`src/design/aepa_pkg.sv`:
```
package aepa_pkg;

  localparam int unsigned MaxPaths = 1048576;
  localparam int PathW = 21;
  localparam int QDepth = 2;

  localparam logic [31:0] SpotReset   = 32'd6553600;
  localparam logic [31:0] StrikeReset = 32'd6553600;
  localparam logic [29:0] RateReset   = 30'd13421773;
  localparam logic [30:0] VolReset    = 31'd214748365;
  localparam logic [29:0] MatReset    = 30'd16777216;
  localparam logic [20:0] PathsReset  = 21'd1024;

  // exp range reduction: x = k*ln2 + f
  localparam logic [23:0] Ln2Q24    = 24'd11629080;
  localparam logic [8:0]  Ln2Recip  = 9'd369;          // floor(2^32 / ln2_q24)
  localparam logic [7:0]  ExpKBias  = 8'd93;           // k = q - bias
  localparam logic [30:0] ExpOffset = 31'(93 * 11629080);
  localparam logic signed [33:0] ExpHi = 34'sd536870912;
  localparam logic signed [33:0] ExpLo = -34'sd1073741824;
  localparam logic [31:0] OneQ30    = 32'h4000_0000;
  localparam logic [3:0]  ExpTerms  = 4'd12;
  localparam logic [7:0]  ExpSatQ   = 8'd124;          // k >= 31
  localparam logic [7:0]  ExpShiftQ = 8'd91;           // shift = q - 91

  typedef enum logic [2:0] {
    CfgSpot, CfgStrike, CfgRate, CfgVol, CfgMat, CfgIsCall, CfgPaths
  } cfg_idx_t;

  typedef struct packed {
    logic [31:0]        spot;
    logic [31:0]        strike;
    logic signed [29:0] rate;
    logic [30:0]        volatility;
    logic [29:0]        maturity;
    logic               is_call;
    logic [20:0]        path_count;
  } cfg_t;

  typedef struct packed {
    logic        neg;
    logic [31:0] mag;
  } item_t;

  typedef struct packed {
    logic               start;
    logic signed [33:0] x;
  } exp_req_t;

  typedef struct packed {
    logic        done;
    logic [63:0] value;
  } exp_rsp_t;

  typedef enum logic [2:0] {
    EX_IDLE, EX_QUO, EX_REM, EX_FIX, EX_MUL, EX_DIV, EX_ACC, EX_SHIFT
  } exp_state_t;

  typedef enum logic [4:0] {
    B_IDLE, B_HSQ, B_DIFF, B_DMUL, B_DRIFT, B_SQRT, B_VMUL, B_VTERM,
    B_RMUL, B_RT, B_RWAIT, B_ZMUL, B_X, B_EWAIT, B_TMUL, B_TLO, B_TSUM,
    B_PAY, B_DIV, B_MLO, B_MHI, B_FIN, B_OUT
  } back_state_t;

  // floor(2^32 / i) for the Horner divide steps
  function automatic logic [32:0] div_recip(logic [3:0] i);
    logic [32:0] r;
    case (i)
      4'd1:    r = 33'h1_0000_0000;
      4'd2:    r = 33'd2147483648;
      4'd3:    r = 33'd1431655765;
      4'd4:    r = 33'd1073741824;
      4'd5:    r = 33'd858993459;
      4'd6:    r = 33'd715827882;
      4'd7:    r = 33'd613566756;
      4'd8:    r = 33'd536870912;
      4'd9:    r = 33'd477218588;
      4'd10:   r = 33'd429496729;
      4'd11:   r = 33'd390451572;
      4'd12:   r = 33'd357913941;
      default: r = 33'd0;
    endcase
    return r;
  endfunction

endpackage

```
`src/design/aepa_if.sv`:
```
interface aepa_sample_if;
  logic               valid;
  logic               ready;
  logic signed [31:0] normal_sample;
  modport source (output valid, output normal_sample, input ready);
  modport sink (input valid, input normal_sample, output ready);
endinterface


```
`src/design/aepa_front.sv`:
```
module aepa_front (
  input  logic                 clk,
  input  logic                 rst,
  aepa_sample_if.sink          sample_ch,
  output logic                 q_valid,
  output aepa_pkg::item_t      q_item,
  input  logic                 q_pop
);

  aepa_pkg::item_t slot [aepa_pkg::QDepth];
  logic       wr_ptr;
  logic       rd_ptr;
  logic [1:0] cnt;
  logic       push;
  aepa_pkg::item_t in_item;

  assign sample_ch.ready = (cnt != 2'(aepa_pkg::QDepth));
  assign push = sample_ch.valid && sample_ch.ready;

  // sign and magnitude split of Z
  assign in_item.neg = sample_ch.normal_sample[31];
  assign in_item.mag = sample_ch.normal_sample[31] ? 32'(-sample_ch.normal_sample)
                                                   : 32'(sample_ch.normal_sample);

  assign q_valid = (cnt != 2'd0);
  assign q_item  = slot[rd_ptr];

  always_ff @(posedge clk) begin
    if (push) begin
      slot[wr_ptr] <= in_item;
    end
  end

  always_ff @(posedge clk) begin
    if (rst) begin
      wr_ptr <= 1'b0;
      rd_ptr <= 1'b0;
      cnt    <= 2'd0;
    end else begin
      if (push) wr_ptr <= ~wr_ptr;
      if (q_pop) rd_ptr <= ~rd_ptr;
      cnt <= cnt + 2'(push) - 2'(q_pop);
    end
  end

  a_no_pop_empty: assert property (@(posedge clk) disable iff (rst)
    q_pop |-> (cnt != 2'd0)) else $error("pop from empty queue");

endmodule

```
`src/flat_wrapper.sv`:
```
// flat-port wrapper written by rule: the top's interface ports become plain ports
module aepa_front_flat 
  (clk, rst, q_valid, q_item, q_pop, sample_ch_valid, sample_ch_normal_sample, sample_ch_ready);
  aepa_sample_if sample_ch_i ();
  input  logic clk;
  input  logic rst;
  output logic q_valid;
  output aepa_pkg::item_t q_item;
  input  logic q_pop;
  input wire logic [$bits(sample_ch_i.valid)-1:0] sample_ch_valid;
  input wire logic [$bits(sample_ch_i.normal_sample)-1:0] sample_ch_normal_sample;
  output wire logic [$bits(sample_ch_i.ready)-1:0] sample_ch_ready;
  assign sample_ch_i.valid = sample_ch_valid;
  assign sample_ch_i.normal_sample = sample_ch_normal_sample;
  assign sample_ch_ready = sample_ch_i.ready;
  aepa_front u_core (.clk(clk), .rst(rst), .sample_ch(sample_ch_i), .q_valid(q_valid), .q_item(q_item), .q_pop(q_pop));
endmodule
```
`config.mk`:
```
export PLATFORM = sky130hd
export DESIGN_NAME = aepa_front_flat
export DESIGN_NICKNAME = d
export VERILOG_FILES = /design/src/design/aepa_pkg.sv /design/src/design/aepa_if.sv /design/src/design/aepa_front.sv /design/src/flat_wrapper.sv
export SDC_FILE = /design/constraint.sdc
export NUM_CORES = 1
export LEC_CHECK = 0
export BUFFER_PORTS_ARGS = -buffer_cell sky130_fd_sc_hd__buf_4
export CORE_MARGIN = 2
export CORE_UTILIZATION = 50
export DETAILED_ROUTE_END_ITERATION = 16
export PLACE_DENSITY = 0.82
export SYNTH_ARGS = -nofsm -noshare
export SYNTH_HDL_FRONTEND = slang
export SYNTH_SLANG_ARGS = --single-unit
```
`constraint.sdc`:
```
create_clock -name clk -period 4 [get_ports clk]
set_clock_uncertainty 0.2 [all_clocks]
set_input_delay 0.6 -clock clk [delete_from_list [all_inputs] [get_ports clk]]
set_output_delay 0.6 -clock clk [all_outputs]
set_load 0.03 [all_outputs]
```
Word level (Yosys, flattened, before mapping)
Memories as Yosys holds them, arrays and structs flattened. A register that Yosys moved wholly into a read port is not among the register bits.
Cells that the tools add are included.
{ "word_totals": {"in_bits": 36, "n_memories": 1, "ramBits": 66, "output_inout_bits": 35, "word_cells": 17, "register_bits": 4} }
{ "classes": {"eq_ne": 1, "n_mux": 5, "n_reduce_logical": 2, "bitwise": 2, "add_sub_neg": 3} }
{ "memory_table": {"columns": ["memory", "depth", "word_bits", "read_ports", "rd_ports_with_merged_regs", "write_ports", "line", "source"], "rows": [
  ["u_core.slot", 2, 33, 1, 1, 1, "aepa_front.sv:10", "aepa_pkg::item_t slot [aepa_pkg::QDepth];"]
]} }
{ "ops": {"columns": ["cell", "n"], "rows": [
  ["$mux 32", 1],
  ["$neg 32->32", 1],
  ["$mux 1", 4],
  ["$add 2x1->2", 1],
  ["$ne 2x2->1 const B", 1],
  ["$not 1->1", 2],
  ["$reduce_bool 2->1", 1],
  ["$sub 2x1->2", 1],
  ["$logic_and 1x1->1", 1]
]} }

Depth between registers and ports, before layout
Gate-level depths: netlist of the first run.
{ "logic_depth": {"word_depth": 4, "depth_mapped": 7, "ltp_nobuf": 7} }

Worst setup path after synthesis of the first run
OpenSTA, ideal clock, no wires.
{ "synth_timing": {"kind": "register to register", "startpoint": "reg u_core.cnt[0]", "endpoint": "mem u_core.slot[0][0] (netlist bit) (enable)", "n_path_buf": 0, "t_required_ps": 3377, "arrival_time_ps": 2205, "synth_period_minus_slack_ps": 2829, "path_stages_with_launch": 4, "setup_time_ps": 423, "setup_slack_ps": 1171, "cell_sequence": "dfxtp_1 nand2b_1 nand2_1 nor2_1"} }
{ "synth_between": {"elab_chain_len": 4} }
{ "synth_rtl": {"columns": ["element", "line", "source"], "rows": [
  ["start: declaration", "aepa_front.sv:13", "logic [1:0] cnt;"],
  ["start signal: assignment", "aepa_front.sv:42", "cnt <= cnt + 2'(push) - 2'(q_pop);"],
  ["$ne 2x2->1", "aepa_front.sv:17", "assign sample_ch.ready = (cnt != 2'(aepa_pkg::QDepth));"],
  ["via sample_ch_ready", "flat_wrapper.sv:12", "output wire logic [$bits(sample_ch_i.ready)-1:0] sample_ch_ready;"],
  ["$logic_and 1x1->1", "aepa_front.sv:18", "assign push = sample_ch.valid && sample_ch.ready;"],
  ["$mux 1", "aepa_front.sv:29", "if (push) begin"],
  ["$mux 1 (not written as such)", "aepa_front.sv:30", "slot[wr_ptr] <= in_item;"],
  ["end: declaration", "aepa_front.sv:10", null]
]} }
The timed path passes the listed nets, and every way through them passes these cells.

==> results of run 1 <==
==> worst max-delay path by stage <==
stage	to	slack, ns
4_1_cts	u_core.slot[0][17]	1.48
5_1_grt	u_core.slot[0][17]	1.31
6_report	u_core.slot[0][17]	1.51
2_1_floorplan	u_core.slot[0][0]	1.17
3_3_place_gp	u_core.slot[0][17]	1.26
3_5_place_dp	u_core.slot[1][17]	1.13
==> per-stage QoR <==
| stage | total power (W) | hold slack (ns) | util | cells |
|---|---|---|---|---|
| after floorplan | 0.00143 | 0.280 | - | 220 |
| after global placement | 0.00165 | 0.295 | 0.617 | 361 |
| after detailed placement | 0.00167 | 0.304 | 0.617 | 361 |
| after CTS | 0.00223 | 0.232 | 0.647 | 377 |
| after global routing | 0.00231 | 0.237 | 0.647 | 377 |
| final | 0.00222 | 0.237 | 0.647 | 377 |
==> final cells by class <==
cell class / count / share of cell area
Inverter: 5 / 0.00451
Sequential cell: 71 / 0.501
Tap cell: 77 / 0.0232
Multi-Input combinational cell: 136 / 0.294
Timing Repair Buffer: 72 / 0.130
Clock buffer: 9 / 0.0298
Clock inverter: 7 / 0.0175
==> cells in the final DEF (no fill, tap or decap), types with 2 or more instances in the layout <==
master and instances:
mux2_2 33, inv_1 5, xor2_1 2, ha_1 3
or3_1 2, o21ai_0 8, o41ai_1 3, clkbuf_8 9
nand2_1 8, dfxtp_1 5, o41ai_2 4, o31ai_1 8
edfxtp_1 66, buf_4 72, nor2_1 5, or4_4 2
clkinv_4 2, nor3_1 4, nand2b_1 5, xnor2_1 31
==> worst max-delay path, cell delays in order <==
cell,delay (ns)
buf_4,0.12
nor3_1,0.41
nand4b_1,0.59
o41ai_1,0.52
xnor2_1,0.14
==> cell families after synthesis <==
family,share of synthesized area
simple gates,0.0874
flops,0.622
compound gates,0.0673
xor+xnor,0.0863
buf+inv,0.0149
mux,0.111
fa+ha+maj,0.0112
==> sequential cells by signal, summed over array words and instances (netlist names), named ones only <==
name,cells
u_core.slot,66
u_core.wr_ptr,1
u_core.rd_ptr,1
u_core.cnt,2
==> power groups by stage <==
stage | Combinational (W) | Sequential [W] | Clock (W)
after floorplan | 0.000415 | 0.00102 | 0
after global placement | 0.000635 | 0.00102 | 0
after detailed placement | 0.000644 | 0.00103 | 0
after CTS | 0.000647 | 0.00101 | 0.000575
after global routing | 0.000679 | 0.00102 | 0.000604
final | 0.000638 | 0.00101 | 0.000568
==> layer usage <==
layer | track usage | routed length [um]
met3 | 0.0375 | 351
met2 | 0.311 | 3210
met4 | 0.0779 | 113
met1 | 0.236 | 2880
met5 | 0 | 0
==> flow_metrics.env, run 1 <==
export IMPL_cts_tree="built"
export IMPL_area_delta_synth_final_pct=24.2
export IMPL_fp_dieW_um=85.8
export IMPL_hp_start="rst"
export IMPL_cp_max_fo=11
export IMPL_fmax_mhz=401
export IMPL_post_route_period_util=0.623
export IMPL_start_util=0.521
export IMPL_rrSetupSlack_ns=2.00
export IMPL_clk_latency_ns=0.35
export IMPL_synth_ff_type="edfxtp_1"
export IMPL_grt_max_degree=35
export IMPL_cp_end_kind="flop"
export IMPL_clk_pin_slew_ns=0.08
export IMPL_synthDistinctLibCells=37
export IMPL_worstMarginPinSlew_ns=0.983
export IMPL_p_comb_frac=0.288
export IMPL_first_global_vias=2112
export IMPL_total_leakage_power_nw=1.48
export IMPL_synth_top_area_share=0.592
export IMPL_period_needed_ns=2.49
export IMPL_min_to="u_core.cnt[1]"
export IMPL_ys_ff_latch=71
export IMPL_fp_dieH_um=85.8
export IMPL_hold_class="in -> reg"
export IMPL_r2r_end="u_core.slot[0][20]"
export IMPL_status="finished with violations"
export IMPL_grt_overflow=0
export IMPL_io_pins=71
export IMPL_setup_violations=0
export IMPL_fillers=480
export IMPL_slew_viol_final=0
export IMPL_hpwl_mm=4.35
export IMPL_antenna_cells=0
export IMPL_route_detailed_drc=5
export IMPL_worstReg2RegStart="u_core.cnt[0]"
export IMPL_critPathLaunchType="input pin"
export IMPL_track_usage=0.186
export IMPL_netlist_instances=220
export IMPL_holdBufCountCts=0
export IMPL_synth_most_common_cell="edfxtp_1"
export IMPL_cts_root_buf="clkbuf_8"
export IMPL_crit_arrival_ns=2.38
export IMPL_yosys_top_cells_count="edfxtp_1 (66), mux2_2 (33), xnor2_1 (31)"
export IMPL_maxCapViolations=0
export IMPL_rsz0062_at_grt="no"
export IMPL_gp_congestion=0.781
export IMPL_via_count=2083
export IMPL_dpl_instance_area_um2=3960
export IMPL_drive_gt1_frac=0.457
export IMPL_dp_worst_setup_slack_ns=1.13
export IMPL_p_sw_frac=0.316
export IMPL_fin_nets=334
export IMPL_clock_power_share=0.256
export IMPL_vias_per_cell=5.53
export IMPL_die_area_um2=7370
export IMPL_syn_area_um2=3350
export IMPL_clock_sink_count=71
export IMPL_cellInternalPower_w=0.00152
export IMPL_seq_power_share=0.456
export IMPL_htreeDepth=3
export IMPL_post_cts_buffers=0
export IMPL_synth_top_area_cell="edfxtp_1"
export IMPL_wl_mm=6.55
export IMPL_fp_coreArea_um2=6420
export IMPL_crit_type="in -> reg"
export IMPL_rows=29
export IMPL_rr_worst_depth=3
export IMPL_drtIter0Drc=117
export IMPL_ant_nets=0
export IMPL_antenna_found_initial=0
export IMPL_synth_nets=259
export IMPL_clockBufferDepth=2
export IMPL_violations="DRC"
export IMPL_cp_required_ns=3.89
export IMPL_tns_ns=0
export IMPL_syn_area_per_cell_um2=15.2
export IMPL_fin_area_um2=4160
export IMPL_fin_ws_ns=1.51
export IMPL_final_hold_viol_count=0
export IMPL_wire_per_inst_um=17.4
export IMPL_firstDrtPassIters=10
export IMPL_grt_pass1_wl_mm=10.3
export IMPL_min_path_cells=2
export IMPL_multi_input_area_um2=1220
export IMPL_synth_edff_count=66
export IMPL_slew_limit_headroom=0.343
export IMPL_ctsResizeCount=0
export IMPL_seqCellArea_um2=2080
export IMPL_yosys_warnings=0
export IMPL_startpoint="sample_ch_normal_sample[10]"
export IMPL_ir_drop_v=0.000257
export IMPL_switchingPower_w=0.000700
export IMPL_cts_buffers=9
export IMPL_powerDensity_nw_per_um2=533
export IMPL_io_buffers=70
export IMPL_ys_async_sr_fraction=0
export IMPL_synth_area_leaders="edfxtp_1 (59%), mux2_2 (11%), xnor2_1 (8.1%)"
export IMPL_yosysSeqAreaShare=0.622
No activity file was read; power rests on OpenSTA's default activity.
==> run 2: changes to the inputs <==
- clock period: 4 -> 2.34 ns (I/O delays scaled with it)
==> flow_metrics.env, run 2 (synthesis gave the netlist of run 1 again) <==
export IMPL_grt_pass1_wl_mm=9.70
export IMPL_io_pins=71
export IMPL_cp_top_family="buffers and inverters"
export IMPL_cts_root_buf="clkbuf_8"
export IMPL_clockBufferDepth=2
export IMPL_fin_ws_ns=0.311
export IMPL_htreeDepth=3
export IMPL_clk_latency_ns=0.34
export IMPL_fp_coreArea_um2=6420
export IMPL_path_buf_inv=2
export IMPL_fillers=459
export IMPL_dp_cells=368
export IMPL_fp_dieW_um=85.8
export IMPL_cp_end_kind="primary output"
export IMPL_final_cell_mix="buf_4 (77), edfxtp_1 (66), mux2_2 (33)"
export IMPL_cp_max_fo=33
export IMPL_rows=29
export IMPL_path_cells="buf_12 -> mux2_2 -> buf_4"
export IMPL_powerDensity_nw_per_um2=923
export IMPL_wire_per_inst_um=16.2
export IMPL_vias_per_cell=5.46
export IMPL_switchingPower_w=0.00116
export IMPL_cts_buffers=9
export IMPL_io_buffers=70
export IMPL_cp_required_ns=1.79
export IMPL_post_route_period_util=0.867
export IMPL_slew_limit_headroom=0.690
export IMPL_gp_congestion=0.779
export IMPL_first_global_vias=2093
export IMPL_cp_slowest_stage_delay_ns=0.38
export IMPL_p_sw_frac=0.294
export IMPL_seq_power_share=0.437
export IMPL_clk_pin_slew_ns=0.07
export IMPL_total_leakage_power_nw=1.54
export IMPL_critPathLaunchType="flop"
export IMPL_antenna_found_initial=0
export IMPL_period_needed_ns=2.03
export IMPL_crit_arrival_ns=1.48
export IMPL_route_detailed_drc=3
export IMPL_dp_worst_setup_slack_ns=-0.00891
export IMPL_hpwl_mm=4.28
export IMPL_cpMaxStageDelayCell="mux2_2"
export IMPL_p_comb_frac=0.285
export IMPL_area_delta_synth_final_pct=27.7
export IMPL_drive_gt1_frac=0.464
export IMPL_fmax_mhz=493
export IMPL_finalNonFillerCells=385
export IMPL_setup_violations=0
export IMPL_die_area_um2=7370
export IMPL_via_count=2103
export IMPL_worstMarginPinSlew_ns=0.461
export IMPL_antenna_cells=0
export IMPL_largest_reg_flops=66
export IMPL_post_cts_buffers=0
export IMPL_maxCapViolations=0
export IMPL_drtIter0Drc=113
export IMPL_fin_nets=342
export IMPL_hold_class="in -> reg"
export IMPL_regMostFlops="u_core.slot"
export IMPL_grt_overflow=0
export IMPL_ir_drop_v=0.000481
export IMPL_track_usage=0.174
export IMPL_crit_type="reg -> out"
export IMPL_fp_dieH_um=85.8
export IMPL_firstDrtPassIters=12
export IMPL_cts_tree="built"
export IMPL_status="finished with violations"
export IMPL_final_hold_viol_count=0
export IMPL_rsz0062_at_grt="no"
export IMPL_reg_largest_list="u_core.slot (66), u_core.cnt (2)"
export IMPL_cellInternalPower_w=0.00279
export IMPL_grt_max_degree=35
export IMPL_mostFrequentLayoutCell="buf_4"
export IMPL_clock_power_share=0.278
export IMPL_wl_mm=6.22
export IMPL_slew_viol_final=0
export IMPL_clock_sink_count=71
export IMPL_violations="DRC"
export IMPL_ant_nets=0
export IMPL_start_util=0.521
## run 2: cell count changes in the layout (fill, tap and decap cells not counted), sizes merged
cell / change
buf: +7
clkinv: -4
bufinv: +1
inv: -1
clkbuf: +4
dlygate4sd3: +1
## run 2: metal layers
metal | up-vias | wire length [um] | global-route usage
met5 | - | 0 | 0
met4 | 0 | 125 | 0.0851
met3 | 16 | 307 | 0.0366
met2 | 60 | 3090 | 0.303
met1 | 1020 | 2700 | 0.204
li1 | 1007 | - | -
## run 2: path summary, 6_finish.rpt
check | from | to | slack, ns | cells past startpoint
setup / recovery | flop | q_item[30] | 0.31 | 3
hold reg to reg | u_core.rd_ptr | flop | 0.33 | 2
setup reg to reg | u_core.cnt[0] | u_core.slot[0][22] | 0.70 | 4
hold / removal | sample_ch_normal_sample[0] | u_core.slot[0][0] | 0.03 | 1
## run 2: cell type report
class                      count  area [um2]  share of cell area
clock inverter                 3        67.6              0.0158
timing repair buffer          80         628               0.147
clock buffer                  13         159              0.0372
sequential                    71        2080               0.487
tap                           77        96.3              0.0225
inverter                       5        18.8             0.00439
multi-input combinational    136        1220               0.286
## run 2: what timing repair did
| item | CTS | global route |
|---|---|---|
| endpoints found under the hold margin | 5 | 0 |
| hold buffers | 1 | 0 |
| resized for setup | 0 | 0 |
## run 2: metrics by stage
step	hold slack [ns]	util	area, um2	total power (W)	TNS, ns
floorplan	0.223	-	3350	0.00245	0
global placement	0.294	0.629	4040	0.00286	0
detailed placement	0.309	0.629	4040	0.00289	-0.0276
CTS	0.0158	0.666	4280	0.00397	0
global route	0.0178	0.666	4280	0.00410	0
finish	0.0307	0.666	4280	0.00395	0
## run 2: power by group through the flow
stage / clock network, W / logic (W) / registers [W]
floorplan: 0 / 0.000711 / 0.00174
global placement: 0 / 0.00112 / 0.00174
detailed placement: 0 / 0.00113 / 0.00176
CTS: 0.00111 / 0.00114 / 0.00173
global route: 0.00116 / 0.00119 / 0.00175
finish: 0.00110 / 0.00112 / 0.00172
## run 2: worst reg2reg max path, cell delays in order (launching register included)
cell	delay (ns)
dfxtp_1	0.34
nand2b_1	0.14
nand2_1	0.14
nor2_4	0.27
buf_12	0.24
